[config.mk]
export PLATFORM = sky130hd
export DESIGN_NAME = integer_pair_sequence_tokenizer_unit
export DESIGN_NICKNAME = d
export VERILOG_FILES = /design/src/rtl/itok_pkg.sv /design/src/rtl/itok_front.sv /design/src/rtl/itok_queue.sv /design/src/rtl/itok_back.sv /design/src/rtl/integer_pair_sequence_tokenizer_unit.sv
export SDC_FILE = /design/constraint.sdc
export NUM_CORES = 1
export LEC_CHECK = 0
export ABC_AREA = 0
export BUFFER_PORTS_ARGS = -buffer_cell sky130_fd_sc_hd__buf_4
export CAP_MARGIN = 30
export CORE_MARGIN = 2
export CORE_UTILIZATION = 50
export CTS_BUF_LIST = sky130_fd_sc_hd__clkbuf_8
export DETAILED_ROUTE_END_ITERATION = 6
export PLACE_DENSITY = 0.76
export SLEW_MARGIN = 25
export SYNTH_ARGS = -nofsm -noshare
export SYNTH_HDL_FRONTEND = slang
export SYNTH_SLANG_ARGS = --single-unit
[constraint.sdc]
create_clock -name clk -period 5.37 [get_ports clk]
set_input_delay 1.074 -clock clk [delete_from_list [all_inputs] [get_ports clk]]
set_output_delay 1.074 -clock clk [all_outputs]
set_load 0.02 [all_outputs]
[src/rtl/itok_pkg.sv]
// ----------------------------------------------------------------------------
// itok_pkg
// Types and constants shared by the integer pair sequence tokenizer.
// ----------------------------------------------------------------------------
package itok_pkg;

    localparam int COUNT_W = 11;
    localparam int VALUE_W = 31;

    // hard ceiling on values per sequence
    localparam logic [COUNT_W-1:0] MAX_LENGTH = 11'd1024;
    localparam logic [COUNT_W-1:0] MAX_LEN_RESET = 11'd1024;
    localparam logic [VALUE_W-1:0] VALUE_MAX = {VALUE_W{1'b1}};

    localparam logic [7:0] CH_ZERO    = 8'h30;
    localparam logic [7:0] CH_NINE    = 8'h39;
    localparam logic [7:0] CH_SPACE   = 8'h20;
    localparam logic [7:0] CH_SEMI    = 8'h3B;
    localparam logic [7:0] CH_NEWLINE = 8'h0A;

    typedef enum logic [1:0] {
        ST_OK     = 2'd0,
        ST_END    = 2'd1,
        ST_LONG   = 2'd2,
        ST_FORMAT = 2'd3
    } status_t;

    typedef enum logic [2:0] {
        TK_DIGIT,
        TK_SPACE,
        TK_SEMI,
        TK_EOL,
        TK_OTHER
    } tok_kind_t;

    typedef struct packed {
        logic [7:0] char_code;
        logic       end_of_input;
    } in_item_t;

    typedef struct packed {
        logic               has_value;
        logic [VALUE_W-1:0] value;
        logic               sequence_id;
        logic               last_in_sequence;
        logic [COUNT_W-1:0] seq_length;
        status_t            status;
    } out_item_t;

    typedef struct packed {
        tok_kind_t  kind;
        logic [3:0] digit;
    } token_t;

    // queue head as seen by the back end
    typedef struct packed {
        logic   valid;
        token_t tok;
    } q_head_t;

endpackage

[src/rtl/itok_front.sv]
// ----------------------------------------------------------------------------
// itok_front
// Classifies one incoming character into a token for the back end.
// ----------------------------------------------------------------------------
module itok_front
    import itok_pkg::*;
(
    input  in_item_t item,
    output token_t   tok
);

    always_comb
    begin
        tok.digit = 4'(item.char_code - CH_ZERO);
        if (item.end_of_input || item.char_code == CH_NEWLINE)
        begin
            tok.kind = TK_EOL;
        end
        else if (item.char_code inside {[CH_ZERO:CH_NINE]})
        begin
            tok.kind = TK_DIGIT;
        end
        else if (item.char_code == CH_SPACE)
        begin
            tok.kind = TK_SPACE;
        end
        else if (item.char_code == CH_SEMI)
        begin
            tok.kind = TK_SEMI;
        end
        else
        begin
            tok.kind = TK_OTHER;
        end
    end

endmodule

[src/rtl/itok_queue.sv]
// ----------------------------------------------------------------------------
// itok_queue
// Small token FIFO between the classifier and the back end.
// ----------------------------------------------------------------------------
module itok_queue
    import itok_pkg::*;
#(
    parameter int DEPTH = 2
)
(
    input  logic    clk,
    input  logic    rst_n,
    input  logic    push,
    input  token_t  push_tok,
    input  logic    pop,
    output logic    full,
    output q_head_t head
);

    localparam int PTR_W = (DEPTH > 1) ? $clog2(DEPTH) : 1;
    localparam int CNT_W = $clog2(DEPTH + 1);
    localparam logic [PTR_W-1:0] LAST_PTR = PTR_W'(DEPTH - 1);
    localparam logic [CNT_W-1:0] FULL_CNT = CNT_W'(DEPTH);

    token_t           slot_reg [DEPTH];
    logic [PTR_W-1:0] wr_ptr_reg, wr_ptr_next;
    logic [PTR_W-1:0] rd_ptr_reg, rd_ptr_next;
    logic [CNT_W-1:0] count_reg, count_next;

    assign full       = (count_reg == FULL_CNT);
    assign head.valid = (count_reg != '0);
    assign head.tok   = slot_reg[rd_ptr_reg];

    always_comb
    begin
        wr_ptr_next = wr_ptr_reg;
        rd_ptr_next = rd_ptr_reg;
        count_next  = count_reg;
        if (push)
        begin
            wr_ptr_next = (wr_ptr_reg == LAST_PTR) ? '0 : wr_ptr_reg + PTR_W'(1);
        end
        if (pop)
        begin
            rd_ptr_next = (rd_ptr_reg == LAST_PTR) ? '0 : rd_ptr_reg + PTR_W'(1);
        end
        if (push && !pop)
        begin
            count_next = count_reg + CNT_W'(1);
        end
        else if (pop && !push)
        begin
            count_next = count_reg - CNT_W'(1);
        end
    end

    always_ff @(posedge clk or negedge rst_n)
    begin
        if (!rst_n)
        begin
            wr_ptr_reg <= '0;
            rd_ptr_reg <= '0;
            count_reg  <= '0;
        end
        else
        begin
            wr_ptr_reg <= wr_ptr_next;
            rd_ptr_reg <= rd_ptr_next;
            count_reg  <= count_next;
        end
    end

    always_ff @(posedge clk)
    begin
        if (push)
        begin
            slot_reg[wr_ptr_reg] <= push_tok;
        end
    end

`ifndef SYNTH
    a_pop_nonempty: assert property (@(posedge clk) disable iff (!rst_n)
        pop |-> count_reg != '0)
        else $error("token popped from empty queue");

    a_count_bound: assert property (@(posedge clk) disable iff (!rst_n)
        count_reg <= FULL_CNT)
        else $error("queue count beyond depth");
`endif

endmodule

[src/rtl/itok_back.sv]
// ----------------------------------------------------------------------------
// itok_back
// Runs the tokenizer state on each token and holds the result item.
// ----------------------------------------------------------------------------
module itok_back
    import itok_pkg::*;
(
    input  logic               clk,
    input  logic               rst_n,
    input  logic               cfg_we,
    input  logic [COUNT_W-1:0] cfg_data,
    input  q_head_t            head,
    output logic               pop,
    output logic               out_valid,
    input  logic               out_stall,
    output out_item_t          out_data
);

    logic               max_len_reg;
    logic [COUNT_W-1:0] max_len_val_reg;
    logic               phase_reg, phase_next;
    logic               in_number_reg, in_number_next;
    logic [VALUE_W-1:0] accumulator_reg, accumulator_next;
    logic [COUNT_W-1:0] value_count_reg, value_count_next;
    logic               halted_reg, halted_next;
    logic               out_valid_reg, out_valid_next;
    out_item_t          out_data_reg, out_data_next;

    logic               can_issue;
    logic               emit;
    out_item_t          res;
    logic [COUNT_W-1:0] limit;
    logic               too_long;
    logic               got;
    logic [COUNT_W-1:0] count_inc;
    logic [COUNT_W-1:0] closed_len;
    logic [VALUE_W+3:0] times_ten;

    // max_len_reg only marks that the value register has been loaded since reset
    assign limit = (!max_len_reg) ? MAX_LEN_RESET :
                   (max_len_val_reg > MAX_LENGTH) ? MAX_LENGTH : max_len_val_reg;

    assign can_issue = !out_valid_reg || !out_stall;
    assign pop       = head.valid && can_issue;

    assign too_long   = in_number_reg && (value_count_reg >= limit);
    assign got        = in_number_reg && !too_long;
    assign count_inc  = value_count_reg + COUNT_W'(1);
    assign closed_len = got ? count_inc : value_count_reg;
    // acc*10 + digit, wide enough to detect overflow for saturation
    assign times_ten  = {3'b000, accumulator_reg, 1'b0} + {1'b0, accumulator_reg, 3'b000}
                        + {31'd0, head.tok.digit};

    always_comb
    begin
        phase_next       = phase_reg;
        in_number_next   = in_number_reg;
        accumulator_next = accumulator_reg;
        value_count_next = value_count_reg;
        halted_next      = halted_reg;
        emit             = 1'b0;
        res              = '0;
        res.sequence_id  = phase_reg;
        res.status       = ST_OK;

        if (pop && !halted_reg)
        begin
            case (head.tok.kind)
                TK_DIGIT:
                begin
                    accumulator_next = (times_ten[VALUE_W+3:VALUE_W] != '0) ?
                                       VALUE_MAX : times_ten[VALUE_W-1:0];
                    in_number_next   = 1'b1;
                end
                TK_SPACE:
                begin
                    if (too_long)
                    begin
                        emit        = 1'b1;
                        res.status  = ST_LONG;
                        halted_next = 1'b1;
                    end
                    else if (in_number_reg)
                    begin
                        emit             = 1'b1;
                        res.has_value    = 1'b1;
                        res.value        = accumulator_reg;
                        value_count_next = count_inc;
                        in_number_next   = 1'b0;
                        accumulator_next = '0;
                    end
                end
                TK_SEMI:
                begin
                    emit = 1'b1;
                    if (phase_reg)
                    begin
                        res.status  = ST_FORMAT;
                        halted_next = 1'b1;
                    end
                    else if (too_long)
                    begin
                        res.status  = ST_LONG;
                        halted_next = 1'b1;
                    end
                    else
                    begin
                        res.has_value        = got;
                        res.value            = got ? accumulator_reg : '0;
                        res.sequence_id      = 1'b0;
                        res.last_in_sequence = 1'b1;
                        res.seq_length       = closed_len;
                        phase_next           = 1'b1;
                        value_count_next     = '0;
                        in_number_next       = 1'b0;
                        accumulator_next     = '0;
                    end
                end
                TK_EOL:
                begin
                    emit = 1'b1;
                    if (too_long)
                    begin
                        res.status  = ST_LONG;
                        halted_next = 1'b1;
                    end
                    else if (!phase_reg)
                    begin
                        // empty first part ends the data
                        res.status  = (closed_len == '0) ? ST_END : ST_FORMAT;
                        halted_next = 1'b1;
                    end
                    else
                    begin
                        res.has_value        = got;
                        res.value            = got ? accumulator_reg : '0;
                        res.sequence_id      = 1'b1;
                        res.last_in_sequence = 1'b1;
                        res.seq_length       = closed_len;
                        phase_next           = 1'b0;
                        value_count_next     = '0;
                        in_number_next       = 1'b0;
                        accumulator_next     = '0;
                    end
                end
                default:
                begin
                    emit        = 1'b1;
                    res.status  = ST_FORMAT;
                    halted_next = 1'b1;
                end
            endcase
        end

        out_valid_next = out_valid_reg && out_stall;
        out_data_next  = out_data_reg;
        if (emit)
        begin
            out_valid_next = 1'b1;
            out_data_next  = res;
        end
    end

    always_ff @(posedge clk or negedge rst_n)
    begin
        if (!rst_n)
        begin
            max_len_reg     <= 1'b0;
            phase_reg       <= 1'b0;
            in_number_reg   <= 1'b0;
            accumulator_reg <= '0;
            value_count_reg <= '0;
            halted_reg      <= 1'b0;
            out_valid_reg   <= 1'b0;
        end
        else
        begin
            if (cfg_we)
            begin
                max_len_reg <= 1'b1;
            end
            phase_reg       <= phase_next;
            in_number_reg   <= in_number_next;
            accumulator_reg <= accumulator_next;
            value_count_reg <= value_count_next;
            halted_reg      <= halted_next;
            out_valid_reg   <= out_valid_next;
        end
    end

    always_ff @(posedge clk)
    begin
        if (cfg_we)
        begin
            max_len_val_reg <= cfg_data;
        end
        out_data_reg <= out_data_next;
    end

    assign out_valid = out_valid_reg;
    assign out_data  = out_data_reg;

`ifndef SYNTH
    a_err_halts: assert property (@(posedge clk) disable iff (!rst_n)
        (out_valid_reg && out_data_reg.status != ST_OK) |-> halted_reg)
        else $error("error item shown without halting");

    a_value_ok: assert property (@(posedge clk) disable iff (!rst_n)
        (out_valid_reg && out_data_reg.has_value) |-> out_data_reg.status == ST_OK)
        else $error("value carried with non-ok status");

    a_acc_idle: assert property (@(posedge clk) disable iff (!rst_n)
        !in_number_reg |-> accumulator_reg == '0)
        else $error("accumulator not clear between numbers");
`endif

endmodule

[src/rtl/integer_pair_sequence_tokenizer_unit.sv]
// ----------------------------------------------------------------------------
// integer_pair_sequence_tokenizer_unit
// Splits "x1 x2 ...; y1 y2 ..." lines into two sequences of decimal values.
// ----------------------------------------------------------------------------
// One character is taken per clock while in_stall is low. A classifier feeds a
// QUEUE_DEPTH-entry token queue, and the back end consumes one token per clock,
// unless out_stall holds a shown result, into a single output register, so a
// result passes through a queue slot and then the output register. in_stall
// rises only when the queue is full, which happens when out_stall holds the
// output register and the queue backs up. After an end-of-data or error item
// the block drops all input until reset.
// ----------------------------------------------------------------------------
module integer_pair_sequence_tokenizer_unit
    import itok_pkg::*;
#(
    parameter int QUEUE_DEPTH = 2
)
(
    input  logic               clk,
    input  logic               rst_n,
    input  logic               cfg_we,
    input  logic [COUNT_W-1:0] cfg_data,
    input  logic               in_valid,
    output logic               in_stall,
    input  in_item_t           in_data,
    output logic               out_valid,
    input  logic               out_stall,
    output out_item_t          out_data
);

    token_t  front_tok;
    q_head_t head;
    logic    q_full;
    logic    pop;

    assign in_stall = q_full;

    itok_front u_front
    (
        .item (in_data),
        .tok  (front_tok)
    );

    itok_queue #(
        .DEPTH (QUEUE_DEPTH)
    ) u_queue
    (
        .clk      (clk),
        .rst_n    (rst_n),
        .push     (in_valid && !q_full),
        .push_tok (front_tok),
        .pop      (pop),
        .full     (q_full),
        .head     (head)
    );

    itok_back u_back
    (
        .clk       (clk),
        .rst_n     (rst_n),
        .cfg_we    (cfg_we),
        .cfg_data  (cfg_data),
        .head      (head),
        .pop       (pop),
        .out_valid (out_valid),
        .out_stall (out_stall),
        .out_data  (out_data)
    );

endmodule

==> load_flow_metrics.sql <==
INSERT INTO impl_metrics (metric_group, metric, value, unit) VALUES
('outcome', 'outcome', 'finished, final reports clean', ''),
('floorplan', 'die_area', '16800', 'um2'),
('worst_hold_path', 'worst_hold_path.endpoint', 'u_queue.wr_ptr_reg', ''),
('clock_tree', 'clk_pin_slew', '0.07', 'ns'),
('global_route', 'grt_pass1_wl', '28500', 'um'),
('clock_tree', 'post_cts_resize_count', '0', ''),
('detailed_routing', 'routed_via_density', '5.80', ''),
('global_route', 'antenna_violations_before_repair', '0', ''),
('critical_path', 'crit_type', 'reg -> reg', ''),
('yosys', 'mean_area_per_synthesized_cell', '10.3', 'um2'),
('sta', 'final_min_period_over_clock_period', '81.4', '%'),
('detailed_routing', 'dr.pass1.iters', '5', ''),
('critical_path', 'reg2reg_slack', '1.0', 'ns'),
('critical_path', 'timing.critical_path.fanout_max', '25', ''),
('finish', 'largest_register_ffs', '47', ''),
('yosys', 'synth_seq_cells', '123', ''),
('floorplan', 'fp.dieW', '130', 'um'),
('worst_hold_path', 'timing.hold.worst.start', 'u_queue.wr_ptr_reg', ''),
('global_route', 'grt.met3_usage', '5.08', '%'),
('place', 'place_hpwl', '12500', 'um'),
('yosys', 'yosysMostFrequentCell', 'sky130_fd_sc_hd__ha_1', ''),
('floorplan', 'initial_utilization', '51.7', '%'),
('critical_path', 'signal_arrival_time_at_the_worst_endpoint', '4.69', 'ns'),
('sta', 'slew_violations', '0', ''),
('critical_path', 'cp_common_cell', 'sky130_fd_sc_hd__fa_1', ''),
('critical_path', 'timing.critical_path.to_type', 'flip-flop', ''),
('floorplan', 'die_h', '130', 'um'),
('floorplan', 'core', '15300', 'um2'),
('yosys', 'ys_types', '71', ''),
('yosys', 'synth-edff-count', '72', ''),
('worst_hold_path', 'hold-path-cell-count', '1', ''),
('critical_path', 'critPathLaunchType', 'flip-flop', ''),
('floorplan', 'core.rowCount', '45', ''),
('critical_path', 'slowest_stage', 'sky130_fd_sc_hd__dfrtp_1', ''),
('yosys', 'synthTopCellsByArea', 'sky130_fd_sc_hd__edfxtp_1 27%, sky130_fd_sc_hd__dfrtp_1 16%, sky130_fd_sc_hd__ha_1 12%', ''),
('global_route', 'global_routing_usage_on_met1', '29.7', '%'),
('floorplan', 'boundaryPins', '74', ''),
('worst_hold_path', 'hold_path_class', 'reg -> reg', ''),
('sta', 'relSlewSlack', '52.7', '%'),
('global_route', 'grt_remaining_overflow', '0', ''),
('detailed_routing', 'routed_wire_length_per_instance', '16.2', 'um'),
('clock_tree', 'clock_insertion_delay_at_the_later_pin_of_the_skew_report', '0.45', 'ns'),
('global_route', 'grt_pass1_vias', '5748', ''),
('yosys', 'synth.cell_area', '7910', 'um2'),
('clock_tree', 'cts.htree.levels', '4', ''),
('clock_tree', 'ctsHoldBuffers', '0', ''),
('sta', 'actual_transition_at_the_worst_max_transition_pin', '0.707', 'ns'),
('critical_path', 'worstPathCellList', 'mux2_2 > fa_1 > fa_1 > a211oi_1 > o21ai_1 > a21boi_2 > o22ai_1 > nor3_1 > nor4_4 > a2111oi_4 > buf_4 > a21oi_1', ''),
('clock_tree', 'clock_tree.buffer_depth', '2', ''),
('detailed_routing', 'route.final.wire_length', '17100', 'um'),
('clock_tree', 'cts_tree', 'yes', ''),
('run', 'max-cap-violations', '0', ''),
('clock_tree', 'buffer_cell_driving_the_clock_tree_root', 'sky130_fd_sc_hd__clkbuf_8', ''),
('detailed_routing', 'antenna_left', '0', ''),
('clock_tree', 'numClockSinks', '123', ''),
('finish', 'areaGrowthSynthToFinish', '13.8', '%'),
('global_route', 'grt_util_met2', '33.0', '%'),
('global_route', 'busiest_layer', 'met2', ''),
('detailed_routing', 'detail_route.drc_violations', '0', ''),
('critical_path', 'crit_path_max_incr_delay', '0.63', 'ns'),
('yosys', 'mappedNetlistNets', '870', ''),
('yosys', 'yosys_warnings', '0', ''),
('sta', 'fmax', '229', 'MHz'),
('finish', 'drive_gt1_share', '20.0', '%'),
('yosys', 'synth.cells.most_frequent', '74 x sky130_fd_sc_hd__ha_1, 72 x sky130_fd_sc_hd__edfxtp_1, 72 x sky130_fd_sc_hd__o21ai_0, 69 x sky130_fd_sc_hd__nand2_1, 52 x sky130_fd_sc_hd__nor2_1', ''),
('finish', 'num_antenna_cells', '0', ''),
('clock_tree', 'tritoncts.num_buffers', '17', ''),
('finish', 'num-nets-final', '933', ''),
('yosys', 'syn_inst', '769', ''),
('detailed_routing', 'drt_iter0_markers', '469', ''),
('global_route', 'grt_start_max_net_pins', '52', '');
## routing by layer
metal / share of wire, % / wire length (um)
met4: 2.4 / 403
met2: 46 / 7880
met5: 0 / 0
met1: 47 / 7980
met3: 5.1 / 877
## final cells by class
class | count | area, um2
Clock buffer | 21 | 289
Multi-Input combinational cell | 592 | 4260
Timing Repair Buffer | 81 | 608
Sequential cell | 123 | 3440
Clock inverter | 11 | 80.1
Tap cell | 211 | 264
Inverter | 17 | 63.8
Fill cell | 1306 | 6310
## worst max path at each step
stage / startpoint / end / slack (ns) / cells after the start
6_report: u_queue.rd_ptr_reg / u_back.accumulator_reg[1] / 1.0 / 12
5_1_grt: u_queue.rd_ptr_reg / u_back.accumulator_reg[1] / 0.66 / 12
4_1_cts: u_queue.rd_ptr_reg / u_back.accumulator_reg[1] / 0.99 / 12
3_5_place_dp: u_queue.rd_ptr_reg / u_back.accumulator_reg[1] / 1.01 / 12
3_3_place_gp: u_queue.rd_ptr_reg / u_back.accumulator_reg[1] / 1.17 / 12
2_1_floorplan: out_stall / u_back.out_data[0] / 1.29 / 4
## cells by family after synthesis
family / after synthesis / synth area share, %
buffers and inverters: 54 / 3.07
and+or+nand+nor: 223 / 14.1
DFF: 123 / 43.5
AOI/OAI and AO/OA: 239 / 21.0
muxes: 9 / 1.20
adders and majority gates: 76 / 12.2
xor gates and xnor gates: 45 / 4.98
## through the flow
stage | std cells | utilization [%] | setup slack, ns | hold slack [ns] | instance area [um2]
6_report | 1056 | 58.8 | 0.996 | 0.490 | 9000
5_1_grt | 1056 | 58.8 | 0.656 | 0.510 | 9000
4_1_cts | 1056 | 58.8 | 0.992 | 0.494 | 9000
3_5_place_dp | 1024 | 56.4 | 1.01 | 0.481 | 8630
3_3_place_gp | 1024 | 56.3 | 1.17 | 0.477 | 8620
2_1_floorplan | 769 | - | 1.29 | 0.448 | 7910
## cell usage in the layout (no fill, tap or decap), types with 4 or more instances in the layout
master | netlist | layout
sky130_fd_sc_hd__mux2i_1 | 5 | 5
sky130_fd_sc_hd__nor3_1 | 5 | 5
sky130_fd_sc_hd__a41oi_1 | 4 | 4
sky130_fd_sc_hd__a21o_1 | 12 | 12
sky130_fd_sc_hd__edfxtp_1 | 72 | 72
sky130_fd_sc_hd__mux2_2 | 4 | 4
sky130_fd_sc_hd__clkbuf_8 | 0 | 21
sky130_fd_sc_hd__nand2_1 | 69 | 69
sky130_fd_sc_hd__nand2b_1 | 6 | 6
sky130_fd_sc_hd__a21oi_2 | 32 | 32
sky130_fd_sc_hd__a211o_1 | 4 | 4
sky130_fd_sc_hd__and3_1 | 45 | 45
sky130_fd_sc_hd__xnor2_1 | 20 | 20
sky130_fd_sc_hd__o211ai_1 | 5 | 5
sky130_fd_sc_hd__nor4_1 | 5 | 5
sky130_fd_sc_hd__nand4_1 | 6 | 6
sky130_fd_sc_hd__nor2_1 | 52 | 51
sky130_fd_sc_hd__a21boi_0 | 4 | 4
sky130_fd_sc_hd__or3_1 | 5 | 5
sky130_fd_sc_hd__o21a_1 | 4 | 4
sky130_fd_sc_hd__buf_4 | 0 | 81
sky130_fd_sc_hd__inv_1 | 17 | 22
sky130_fd_sc_hd__dfrtp_1 | 51 | 51
sky130_fd_sc_hd__and2_1 | 7 | 7
sky130_fd_sc_hd__a31oi_1 | 9 | 9
sky130_fd_sc_hd__a211oi_1 | 5 | 5
sky130_fd_sc_hd__o21ai_0 | 72 | 72
sky130_fd_sc_hd__o21ai_1 | 12 | 12
sky130_fd_sc_hd__nand3_1 | 5 | 5
sky130_fd_sc_hd__ha_1 | 74 | 74
sky130_fd_sc_hd__xor2_1 | 25 | 25
sky130_fd_sc_hd__a21oi_1 | 40 | 39
sky130_fd_sc_hd__or2_2 | 4 | 4
sky130_fd_sc_hd__o31ai_1 | 4 | 4
## worst reg2reg max path: stages, from the launching register on
cell and delay [ns]:
sky130_fd_sc_hd__dfrtp_1 0.63, sky130_fd_sc_hd__mux2_2 0.41, sky130_fd_sc_hd__fa_1 0.49, sky130_fd_sc_hd__fa_1 0.49, sky130_fd_sc_hd__a211oi_1 0.23, sky130_fd_sc_hd__o21ai_1 0.20, sky130_fd_sc_hd__a21boi_2 0.28, sky130_fd_sc_hd__o22ai_1 0.18
sky130_fd_sc_hd__nor3_1 0.29, sky130_fd_sc_hd__nor4_4 0.10, sky130_fd_sc_hd__a2111oi_4 0.36, sky130_fd_sc_hd__buf_4 0.46, sky130_fd_sc_hd__a21oi_1 0.14
Power is left out: the tool's default activity adds up to more than one toggle a clock period on the data nets, which glitch-free logic cannot reach.
